[config.mk]
export PLATFORM = sky130hd
export DESIGN_NAME = life_grid_generation_engine
export DESIGN_NICKNAME = d
export VERILOG_FILES = /design/src/rtl/core/lge_pkg.sv /design/src/rtl/core/lge_grid_mem.sv /design/src/rtl/core/lge_row_rule.sv /design/src/rtl/core/life_grid_generation_engine.sv
export VERILOG_INCLUDE_DIRS = /design/src /design/src/rtl/core
export SDC_FILE = /design/constraint.sdc
export NUM_CORES = 2
export LEC_CHECK = 0
export BUFFER_PORTS_ARGS = -buffer_cell sky130_fd_sc_hd__clkbuf_2
export CAP_MARGIN = 10
export CELL_PAD_IN_SITES_DETAIL_PLACEMENT = 1
export CELL_PAD_IN_SITES_GLOBAL_PLACEMENT = 1
export CORE_MARGIN = 4
export CORE_UTILIZATION = 57
export CTS_CLUSTER_DIAMETER = 50
export DETAILED_ROUTE_END_ITERATION = 12
export PLACE_DENSITY = 0.89
export SLEW_MARGIN = 20
export SYNTH_ARGS = -nofsm -noshare
export SYNTH_HDL_FRONTEND = slang
export SYNTH_SLANG_ARGS = --single-unit
[constraint.sdc]
create_clock -name clk -period 14.3 [get_ports clk]
set_clock_uncertainty 0.15 [all_clocks]
set_input_delay 2.145 -clock clk [delete_from_list [all_inputs] [get_ports clk]]
set_output_delay 2.145 -clock clk [all_outputs]
set_load 0.01 [all_outputs]
[src/rtl/core/life_grid_generation_engine_macros.svh]
// ----------------------------------------------------------------------------
// Life grid engine assertion macros
// Clocked assertion shorthands shared by the engine RTL.
// ----------------------------------------------------------------------------
`ifndef LIFE_GRID_GENERATION_ENGINE_MACROS_SVH
`define LIFE_GRID_GENERATION_ENGINE_MACROS_SVH

// Same-cycle implication, disabled while reset is asserted.
`define LGE_ASSERT_NOW(label, clk, rst_n, ante, cons, msg) \
	label: assert property (@(posedge clk) disable iff (!(rst_n)) (ante) |-> (cons)) \
		else $error(msg);

// Next-cycle implication, disabled while reset is asserted.
`define LGE_ASSERT_NEXT(label, clk, rst_n, ante, cons, msg) \
	label: assert property (@(posedge clk) disable iff (!(rst_n)) (ante) |=> (cons)) \
		else $error(msg);

`endif

[src/rtl/core/lge_pkg.sv]
// ----------------------------------------------------------------------------
// Life grid engine package
// Shared types, constants and the B3/S23 cell rule.
// ----------------------------------------------------------------------------
package lge_pkg;

	localparam int GRID_DIM_DEF = 64;
	localparam int IDX_W        = 6;

	localparam logic [3:0] LIVE_MIN  = 4'd2;
	localparam logic [3:0] BIRTH_CNT = 4'd3;

	typedef enum logic [1:0] {
		CMD_CLEAR  = 2'd0,
		CMD_TOGGLE = 2'd1,
		CMD_READ   = 2'd2,
		CMD_STEP   = 2'd3
	} lge_cmd_t;

	typedef enum logic [1:0] {
		ST_IDLE,
		ST_CELL,
		ST_SWEEP
	} lge_state_t;

	typedef struct packed {
		logic clr;
		logic rd_en;
		logic wr_en;
	} lge_mem_ctl_t;

	// Next state of one cell from its own state and its eight neighbors.
	function automatic logic life_next(input logic alive, input logic [7:0] nb);
		logic [3:0] n;
		n = '0;
		for (int i = 0; i < 8; i++) begin
			n = n + 4'(nb[i]);
		end
		if (alive) begin
			return (n == LIVE_MIN) || (n == BIRTH_CNT);
		end
		return n == BIRTH_CNT;
	endfunction

endpackage

[src/rtl/core/lge_grid_mem.sv]
// ----------------------------------------------------------------------------
// Life grid row memory
// One row per word, one write and one registered read port, row valid bits.
// ----------------------------------------------------------------------------
module lge_grid_mem #(
	parameter int GRID_DIM = lge_pkg::GRID_DIM_DEF
) (
	input  logic                        clk,
	input  logic                        arst_n,
	input  lge_pkg::lge_mem_ctl_t       ctl,
	input  logic [$clog2(GRID_DIM)-1:0] rd_addr,
	input  logic [$clog2(GRID_DIM)-1:0] wr_addr,
	input  logic [GRID_DIM-1:0]         wr_data,
	output logic [GRID_DIM-1:0]         rd_data
);

	logic [GRID_DIM-1:0] mem [GRID_DIM];
	logic [GRID_DIM-1:0] row_vld_q;
	logic [GRID_DIM-1:0] rd_q;
	logic                rd_vld_q;

	always_ff @(posedge clk) begin
		if (ctl.wr_en) begin
			mem[wr_addr] <= wr_data;
		end
		if (ctl.rd_en) begin
			rd_q <= mem[rd_addr];
		end
	end

	// A row never written since reset or the last clear reads as dead.
	always_ff @(posedge clk or negedge arst_n) begin
		if (!arst_n) begin
			row_vld_q <= '0;
			rd_vld_q  <= 1'b0;
		end else begin
			if (ctl.clr) begin
				row_vld_q <= '0;
			end else if (ctl.wr_en) begin
				row_vld_q[wr_addr] <= 1'b1;
			end
			if (ctl.rd_en) begin
				rd_vld_q <= row_vld_q[rd_addr];
			end
		end
	end

	assign rd_data = rd_vld_q ? rd_q : '0;

endmodule

[src/rtl/core/lge_row_rule.sv]
// ----------------------------------------------------------------------------
// Life grid row rule unit
// Next generation of one row from the three-row window; border columns die.
// ----------------------------------------------------------------------------
module lge_row_rule #(
	parameter int GRID_DIM = lge_pkg::GRID_DIM_DEF
) (
	input  logic [GRID_DIM-1:0] above,
	input  logic [GRID_DIM-1:0] cur,
	input  logic [GRID_DIM-1:0] below,
	output logic [GRID_DIM-1:0] nxt
);

	for (genvar c = 0; c < GRID_DIM; c++) begin : g_col
		if (c == 0 || c == GRID_DIM - 1) begin : g_edge
			assign nxt[c] = 1'b0;
		end else begin : g_inner
			assign nxt[c] = lge_pkg::life_next(cur[c], {
				above[c-1], above[c], above[c+1],
				cur[c-1], cur[c+1],
				below[c-1], below[c], below[c+1]
			});
		end
	end

endmodule

[src/rtl/core/life_grid_generation_engine.sv]
// ----------------------------------------------------------------------------
// Life grid generation engine
// Square B3/S23 life grid with clear, toggle, read and advance commands.
// ----------------------------------------------------------------------------
// A word is accepted when start is high and busy is low, and every word
// returns exactly one result word, shown for one cycle with done high; the
// receiver cannot stall it, so capture cell_alive whenever done is high.
// Clear, and toggle or read at an address outside the grid, answer with
// done in the cycle after the accept while busy stays low. Toggle and read
// inside the grid go through the registered row read, then the CELL state,
// which picks the cell and, for a toggle, writes the row back. An advance is
// a busy sweep that reads one row per cycle from the single row memory and
// writes one new row per cycle through the row rule unit, with the top and
// bottom rows written dead, then shows done. Clear is immediate through
// per-row valid bits, so the grid needs no clearing pass after reset.
// ----------------------------------------------------------------------------
`include "life_grid_generation_engine_macros.svh"

module life_grid_generation_engine #(
	parameter int GRID_DIM = lge_pkg::GRID_DIM_DEF
) (
	input  logic                      clk,
	input  logic                      arst_n,
	input  logic                      start,
	output logic                      busy,
	input  logic [1:0]                command,
	input  logic [lge_pkg::IDX_W-1:0] row,
	input  logic [lge_pkg::IDX_W-1:0] col,
	output logic                      done,
	output logic                      cell_alive
);

	localparam int AW = $clog2(GRID_DIM);
	localparam int CW = $clog2(GRID_DIM + 2);
	localparam logic [GRID_DIM-1:0] ONE_ROW = GRID_DIM'(1);

	lge_pkg::lge_state_t   state_q, state_d;
	lge_pkg::lge_cmd_t     cmd_in, cmd_q;
	lge_pkg::lge_mem_ctl_t mem_ctl;

	logic [AW-1:0]       row_q, col_q;
	logic [CW-1:0]       cnt_q, cnt_d, wr_row;
	logic [GRID_DIM-1:0] prev_q, cur_q;
	logic [GRID_DIM-1:0] rd_data, wr_data, rule_row;
	logic [AW-1:0]       rd_addr, wr_addr;
	logic [31:0]         row_ext, col_ext;
	logic                in_grid, accept, shift;
	logic                done_q, done_d, alive_q, alive_d;
	logic                cell_bit;

	assign cmd_in  = lge_pkg::lge_cmd_t'(command);
	assign row_ext = 32'(row);
	assign col_ext = 32'(col);
	assign in_grid = (row_ext < 32'(GRID_DIM)) && (col_ext < 32'(GRID_DIM));
	assign busy    = state_q != lge_pkg::ST_IDLE;
	assign accept  = start && !busy;
	assign wr_row  = cnt_q - CW'(2);
	assign cell_bit = rd_data[col_q];

	lge_grid_mem #(
		.GRID_DIM (GRID_DIM)
	) u_mem (
		.clk     (clk),
		.arst_n  (arst_n),
		.ctl     (mem_ctl),
		.rd_addr (rd_addr),
		.wr_addr (wr_addr),
		.wr_data (wr_data),
		.rd_data (rd_data)
	);

	// Window: prev_q holds the row above, cur_q the row itself, and the
	// memory output the row below, as it arrives during the sweep.
	lge_row_rule #(
		.GRID_DIM (GRID_DIM)
	) u_rule (
		.above (prev_q),
		.cur   (cur_q),
		.below (rd_data),
		.nxt   (rule_row)
	);

	always_ff @(posedge clk or negedge arst_n) begin
		if (!arst_n) begin
			state_q <= lge_pkg::ST_IDLE;
		end else begin
			state_q <= state_d;
		end
	end

	always_comb begin
		state_d = state_q;
		mem_ctl = '0;
		rd_addr = '0;
		wr_addr = '0;
		wr_data = '0;
		done_d  = 1'b0;
		alive_d = 1'b0;
		shift   = 1'b0;
		cnt_d   = cnt_q;
		unique case (state_q)
			lge_pkg::ST_IDLE: begin
				if (accept) begin
					unique case (cmd_in) inside
						lge_pkg::CMD_CLEAR: begin
							// Drop every row at once through the valid bits.
							mem_ctl.clr = 1'b1;
							done_d      = 1'b1;
						end
						lge_pkg::CMD_TOGGLE, lge_pkg::CMD_READ: begin
							if (in_grid) begin
								mem_ctl.rd_en = 1'b1;
								rd_addr       = row_ext[AW-1:0];
								state_d       = lge_pkg::ST_CELL;
							end else begin
								// Outside the grid: nothing changes, answer dead.
								done_d = 1'b1;
							end
						end
						lge_pkg::CMD_STEP: begin
							cnt_d   = '0;
							state_d = lge_pkg::ST_SWEEP;
						end
						default: begin
							state_d = lge_pkg::ST_IDLE;
						end
					endcase
				end
			end
			lge_pkg::ST_CELL: begin
				done_d  = 1'b1;
				state_d = lge_pkg::ST_IDLE;
				if (cmd_q == lge_pkg::CMD_TOGGLE) begin
					mem_ctl.wr_en = 1'b1;
					wr_addr       = row_q;
					wr_data       = rd_data ^ (ONE_ROW << col_q);
					alive_d       = !cell_bit;
				end else begin
					alive_d = cell_bit;
				end
			end
			lge_pkg::ST_SWEEP: begin
				// Read row cnt, take in row cnt-1, write new row cnt-2.
				cnt_d = cnt_q + CW'(1);
				if (cnt_q < CW'(GRID_DIM)) begin
					mem_ctl.rd_en = 1'b1;
					rd_addr       = cnt_q[AW-1:0];
				end
				if (cnt_q != '0 && cnt_q <= CW'(GRID_DIM)) begin
					shift = 1'b1;
				end
				if (cnt_q >= CW'(2)) begin
					mem_ctl.wr_en = 1'b1;
					wr_addr       = wr_row[AW-1:0];
					// Top and bottom rows of the new grid are dead.
					if (cnt_q == CW'(2) || cnt_q == CW'(GRID_DIM + 1)) begin
						wr_data = '0;
					end else begin
						wr_data = rule_row;
					end
				end
				if (cnt_q == CW'(GRID_DIM + 1)) begin
					done_d  = 1'b1;
					state_d = lge_pkg::ST_IDLE;
				end
			end
			default: begin
				state_d = lge_pkg::ST_IDLE;
			end
		endcase
	end

	// Control and result strobe.
	always_ff @(posedge clk or negedge arst_n) begin
		if (!arst_n) begin
			done_q  <= 1'b0;
			alive_q <= 1'b0;
			cnt_q   <= '0;
		end else begin
			done_q  <= done_d;
			alive_q <= alive_d;
			cnt_q   <= cnt_d;
		end
	end

	// Command capture and row window; payload only.
	always_ff @(posedge clk) begin
		if (accept) begin
			cmd_q <= cmd_in;
			row_q <= row_ext[AW-1:0];
			col_q <= col_ext[AW-1:0];
		end
		if (shift) begin
			prev_q <= cur_q;
			cur_q  <= rd_data;
		end
	end

	assign done       = done_q;
	assign cell_alive = alive_q;

	`LGE_ASSERT_NOW(a_no_rw_collide, clk, arst_n, mem_ctl.rd_en && mem_ctl.wr_en,
		rd_addr != wr_addr, "row read and write hit the same row")
	`LGE_ASSERT_NOW(a_done_idle, clk, arst_n, done, !busy,
		"result shown while still busy")
	`LGE_ASSERT_NEXT(a_clear_dead, clk, arst_n, accept && cmd_in == lge_pkg::CMD_CLEAR,
		done && !cell_alive, "clear must answer dead at once")
	`LGE_ASSERT_NOW(a_done_cause, clk, arst_n, done, $past(busy) || $past(start),
		"result with no word behind it")

endmodule

==> results, run 1 <==
- The CTS sink count is roughly 4400.
- The maximum number of buffers from clock root to sink is 4.
- The synthesis warning total is 0.
- Clock tree synthesis inserted a total of 450 buffers.
- The initial antenna violation count was approximately 120.
- 20 I/O pins were placed.
- Of the post-synthesis cell area, the dominant cell type holds roughly 70%.
- In this run the clock root is driven by a clkbuf_16.
- After global routing the overflow that remains totals 81.
- The post-CTS resize count is 0.
- The post-CTS setup buffer count is 0.
- The total routing usage reported by global routing is 61.5%.
- The number of I/O port buffers is 19.
- The fraction of registers with async set/reset is under 10%.
- The count of distinct cell types in the synthesized netlist is 63.
- Counting every net in the synthesized netlist gives between 10000 and 15000.
- The instance count of the mapped netlist is roughly 14000.
- After floorplanning, the core was divided into around 210 placement rows.
- CTS built an H-tree with a depth of 5.
- The tool reported: "[ERROR GRT-0232] Routing congestion too high. Check the congestion heatmap in the GUI".
- The die boundary height is just under 600 um.
- The chip width is slightly below 600 um.
- The most used flip-flop cell after synthesis is edfxtp_1.
- At the end of routability-driven placement, the weighted congestion stood at between 0.9 and 1.
- Entering global routing, the biggest net connects a little under 200 pins.
- The detailed placer's ending HPWL is 380000 um.
- The stage at which the flow ended is global routing.
- Summed over all instances, the cell type with the most area after synthesis is edfxtp_1.
- The summed instance area of the synthesized netlist is between 150000 and 200000 um^2.
- A synthesized cell averages approximately 13 um^2.
- The count of flip-flops with a built-in enable after synthesis is 4302.
- The flow did not finish.
- Sorting the synthesized cells by area gives the leading types as edfxtp_1 (70%), nand2_1 (8.3%), nand3_1 (3.6%).
- The number of hold-repair buffers added at the cts stage is 0.
- The starting density of the core is around 57%.
- Counting flops and latches in the post-synthesis netlist gives about 4400.
- Sequential elements use a little under three quarters of the synthesized area.
- The area after detailed placement is around 190000 um^2.
==> synth_stat cells, types with 131 or more instances <==
| cell | count |
|---|---|
| fa_1 | 221 |
| ha_1 | 213 |
| a211oi_1 | 133 |
| nand2_1 | 4065 |
| buf_2 | 242 |
| inv_1 | 541 |
| clkbuf_1 | 578 |
| and3_1 | 531 |
| nor2_1 | 247 |
| a31oi_1 | 653 |
| nand3_1 | 1314 |
| a32oi_1 | 131 |
| edfxtp_1 | 4302 |
==> cell families after synthesis <==
| group | count (synthesis) | share of synthesized area [%] |
|---|---|---|
| DFF | 4378 | 70.9 |
| buffers and inverters | 1450 | 3.20 |
| AOI/OAI and AO/OA | 1578 | 6.53 |
| adders and majority gates | 434 | 3.83 |
| muxes | 5 | 0.0474 |
| and+or+nand+nor | 6410 | 15.0 |
| xor gates and xnor gates | 103 | 0.488 |
==> layer usage <==
metal  track usage [%]  GRT overflow
met1              61.7             4
met2              76.2            28
met4              57.0            41
met3              49.3             8
met5              26.5             0
==> metrics by stage <==
step           setup WS (ns)  hold slack, ns  instances  util [%]
2_1_floorplan           5.71           0.276      14358         -
3_3_place_gp            6.54           0.284      18059      58.9
3_5_place_dp            6.91           0.332      18069      59.0
4_1_cts                 7.27           0.351      18892      63.4
==> run 2: changes to the inputs <==
--- a/config.mk
+++ b/config.mk
@@ -8,13 +8,10 @@
 export LEC_CHECK = 0
 export BUFFER_PORTS_ARGS = -buffer_cell sky130_fd_sc_hd__clkbuf_2
 export CAP_MARGIN = 10
-export CELL_PAD_IN_SITES_DETAIL_PLACEMENT = 1
-export CELL_PAD_IN_SITES_GLOBAL_PLACEMENT = 1
 export CORE_MARGIN = 4
-export CORE_UTILIZATION = 57
-export CTS_CLUSTER_DIAMETER = 50
+export CORE_UTILIZATION = 40
 export DETAILED_ROUTE_END_ITERATION = 12
-export PLACE_DENSITY = 0.89
+export PLACE_DENSITY_LB_ADDON = 0.15
 export SLEW_MARGIN = 20
 export SYNTH_ARGS = -nofsm -noshare
 export SYNTH_HDL_FRONTEND = slang
==> results, run 2 <==
- The run finished with clean final reports.
- The starting density of the core came to 40.2% (-17 points).
- The headroom to the max-slew limit is roughly 16%.
- The count of pins over their slew limit is 0.
- The initial antenna violation count is 42.
- The capture instance of the worst register-to-register path is u_mem.mem[55][13].
- The routed design has about 640000 um of wire.
- The required time at the endpoint of the critical path is between 10 and 15 ns.
- The cell row count was 249 (+20%).
- The remaining routing DRC violations is 0.
- The longest individual stage delay on the worst path is around 0.80 ns.
- Counting instances in the post-synthesis netlist gives the leading cell types as edfxtp_1 (4302), nand2_1 (4065), nand3_1 (1314).
- The fraction of registers with async set/reset is 1.74% (unchanged).
- The instance count of the mapped netlist is 14358 (unchanged).
- The fraction of layout cells with a size suffix above 1 is 8.58%.
- The area after detailed placement came to 193000 um^2 (+1.5%).
- In the finished design, the share of the clock period the worst path needs comes to roughly 50%.
- The number of failing setup endpoints in the final timing report is 0.
- The area fraction of the dominant cell type after synthesis is 69.9% (unchanged).
- The worst hold path terminates at prev_q[63].
- The largest driver fanout on the critical path is 70.
- Net switching is ~28% of the power.
- The summed instance area of the synthesized netlist is 185000 um^2 (unchanged).
- The min-delay analysis places its worst path in the category flop to flop.
- CTS placed an instance of clkbuf_16 at the clock tree root.
- The cell taking the most area after synthesis is edfxtp_1.
- Based on the critical path, the design can be clocked at up to between 0.1 and 0.15 GHz.
- After the last flow step, the layout net total stands at about 15000.
- In the layout the commonest cells are edfxtp_1 (4302), nand2_1 (4058), nand3_1 (1314).
- After synthesis, the cell types taking the most area are edfxtp_1 (70%), nand2_1 (8.3%), nand3_1 (3.6%).
- The number of nets in the synthesized netlist is 14809 (unchanged).
- The type of element capturing the critical path is a flop.
- The average cell area after synthesis was 12.9 um^2 (unchanged).
- The count of nets left with antenna violations once routing finished came out at 0.
- The die boundary height is 688 um (+19%).
- The minimum period implied by the final worst setup slack is about 7.0 ns.
- The core region is between 400000 and 500000 um^2.
- The number of flip-flops in the largest register is between 4000 and 5000.
- The synthesis warning total is 0 (unchanged).
- The arrival time reported for the critical path endpoint is between 7 and 8 ns.
- The number of cells traversed by the worst register-to-register path is 9.
- STA classifies the critical path startpoint as an input port.
- The number of hold-repair buffers added at the cts stage is 0 (unchanged).
- The part of the power in combinational logic is between 10% and 20%.
- The I/O pin count is 20 (unchanged).
- Power spread over the standard cell area amounts to ~150 nW/um^2.
- The average wire length per cell after detail routing is 30.5 um.
- The critical path goes through clkbuf_2 -> inv_1 -> ha_1 -> nand4_4 -> buf_4 -> and2_4 -> buf_4 -> buf_4 -> buf_4 -> nand3_1 -> a32o_1 -> a221oi_1 -> o22ai_1 -> or3_1.
- The critical path in this run is classified as input port to flop.
- Setup repair after global routing left no endpoint under its margin.
- The detailed placer's ending HPWL is 329000 um (-14%).
- The total negative slack for setup checks is 0 ns.
- The clock transition at the registers of the reported paths is ~0.06 ns.
- The number of global-route vias before repair is approximately 110k.
- The largest net degree at the start of global routing is 160.
- The number of vias per cell after detailed routing is between 5 and 6.
- The part of the Yosys area used for sequential elements is 70.9% (unchanged).
- The worst register-to-register path has a setup slack of 7.88 ns.
- The startpoint identified for the worst hold timing path is cur_q[63].
- The maximum number of buffers from clock root to sink is 4 (unchanged).
- The total overflow left after global routing is 0.
- The number of maximum-capacitance violations is 0.
- The post-route cell area is between 200000 and 250000 um^2.
- For this design the static power due to leakage is about 77 nW.
- The cell repeated most along the worst path is buf_4.
- The number of violations reported at the end of detailed-routing iteration 0 is ~17000.
- The weighted congestion at the end of routability-driven global placement is 0.882 (-7.6%).
- The internal power consumption is around 0.022 W.
- The number of hold violations in the final report is 0.
- The count of distinct cell types in the synthesized netlist is 63 (unchanged).
- More flip-flops sit in one register than any other, and that register is u_mem.mem.
- For this run, the leading register cell type out of synthesis is edfxtp_1.
- VDD sags by at most roughly 120 uV.
- The first TritonRoute pass finished after 7 iterations.
- The startpoint identified for the worst register-to-register timing path is state_q[0].
- The area added between synthesis and finish is 12.0%.
- The via count is ~120k.
- The switching component of the power is between 0.008 and 0.009 W.
- The post-CTS setup buffer count is 0 (unchanged).
- On the critical path, the stage with the largest delay is an instance of buf_4.
- The CTS sink count was 4378 (unchanged).
- The die covers roughly 470000 um^2.
- The total routing usage reported by global routing is 26.1%.
- The number of I/O port buffers was 19 (unchanged).
- The clock latency on the worst-skew pair is ~1.0 ns.
- The number of storage elements in the synthesis netlist is 4378 (unchanged).
- The most common cell after layout, fill and taps aside is edfxtp_1.
- The post-CTS resize count was 0 (unchanged).
- The chip width is 688 um (+19%).
- The number of cells traversed by the worst hold path is 0.
- The clock tree from TritonCTS is done.
- The first global-routing pass estimated slightly below 900000 um of wire.
- By instance count, the leading cell after synthesis is edfxtp_1.
- The total clock buffers created by CTS was 457 (+1.6%).
- The sequential group share of total power is 46.9%.
- The count of flip-flops with a built-in enable after synthesis is 4302 (unchanged).
- Per report_power, the clock group accounts for a little under two fifths of the total.
- For the pin with the worst max-slew slack, the measured transition is around 1.3 ns.
- The H-tree depth reported by CTS is 5 (unchanged).
==> run 2: cell counts after synthesis <==
Identical to the previous run, type by type.
==> run 2: layer usage <==
| metal | GRT usage (%) | routed length (um) | vias up |
|---|---|---|---|
| li1 | - | - | 52179 |
| met1 | 38.0 | 272000 | 63026 |
| met2 | 40.8 | 289000 | 5502 |
| met3 | 3.85 | 53600 | 971 |
| met5 | 0 | 40 | - |
| met4 | 7.30 | 19800 | 6 |
==> run 2: cell type report <==
class                   count  area, um^2
fillers                 41480      253000
flip-flops and latches   4378      131000
multi-input cells        8530       48700
clock buffers             594       12000
well taps                6149        7690
repair buffers            369        3300
clock inverters           246        2250
inverters                 541        2030
diodes                     11        27.5
==> run 2: through the flow <==
step | utilization (%) | setup slack (ns) | hold slack (ns) | power [W] | cells
4_1_cts | 45.0 | 7.47 | 0.317 | 0.0308 | 20807
5_1_grt | 45.0 | 7.20 | 0.339 | 0.0319 | 20811
3_5_place_dp | 41.9 | 6.36 | 0.299 | 0.0194 | 19967
2_1_floorplan | - | 5.71 | 0.276 | 0.0177 | 14358
3_3_place_gp | 41.9 | 6.38 | 0.297 | 0.0193 | 19962
6_report | 45.0 | 7.28 | 0.312 | 0.0307 | 20818
==> run 2: worst max-delay path, delay by kind of cell <==
family,cells,cell delay [ns]
simple gates,4,1.39
compound gates,3,0.71
fa+ha+maj,1,0.44
buf+inv,6,2.71
==> run 2: worst max path at each step <==
stage / start / to / cells past startpoint
after CTS: command[0] / u_mem.rd_q[16] / 14
after floorplan: u_mem.rd_vld_q / u_mem.mem[0][31] / 18
after global placement: command[0] / u_mem.rd_q[16] / 14
after global routing: command[0] / u_mem.rd_q[16] / 14
final: command[0] / u_mem.rd_q[16] / 14
after detailed placement: command[0] / u_mem.rd_q[16] / 14
==> run 2: cells by family (layout without fill, tap and decap cells) <==
kind of cell,Yosys count,in the layout,share of synthesized area [%]
compound gates,1578,1578,6.53
buf+inv,1450,1750,3.20
mux,5,5,0.0474
flops,4378,4378,70.9
other cells,0,11,0
xor+xnor,103,103,0.488
fa+ha+maj,434,434,3.83
simple gates,6410,6410,15.0
==> run 2: power by group through the flow <==
stage	combinational [W]	sequential (W)	clock (W)
5_1_grt	0.00526	0.0144	0.0123
6_report	0.00474	0.0144	0.0116
3_3_place_gp	0.00461	0.0147	0
3_5_place_dp	0.00470	0.0147	0
4_1_cts	0.00472	0.0144	0.0117
2_1_floorplan	0.00323	0.0144	0
Power figures use the tool's default switching activity.
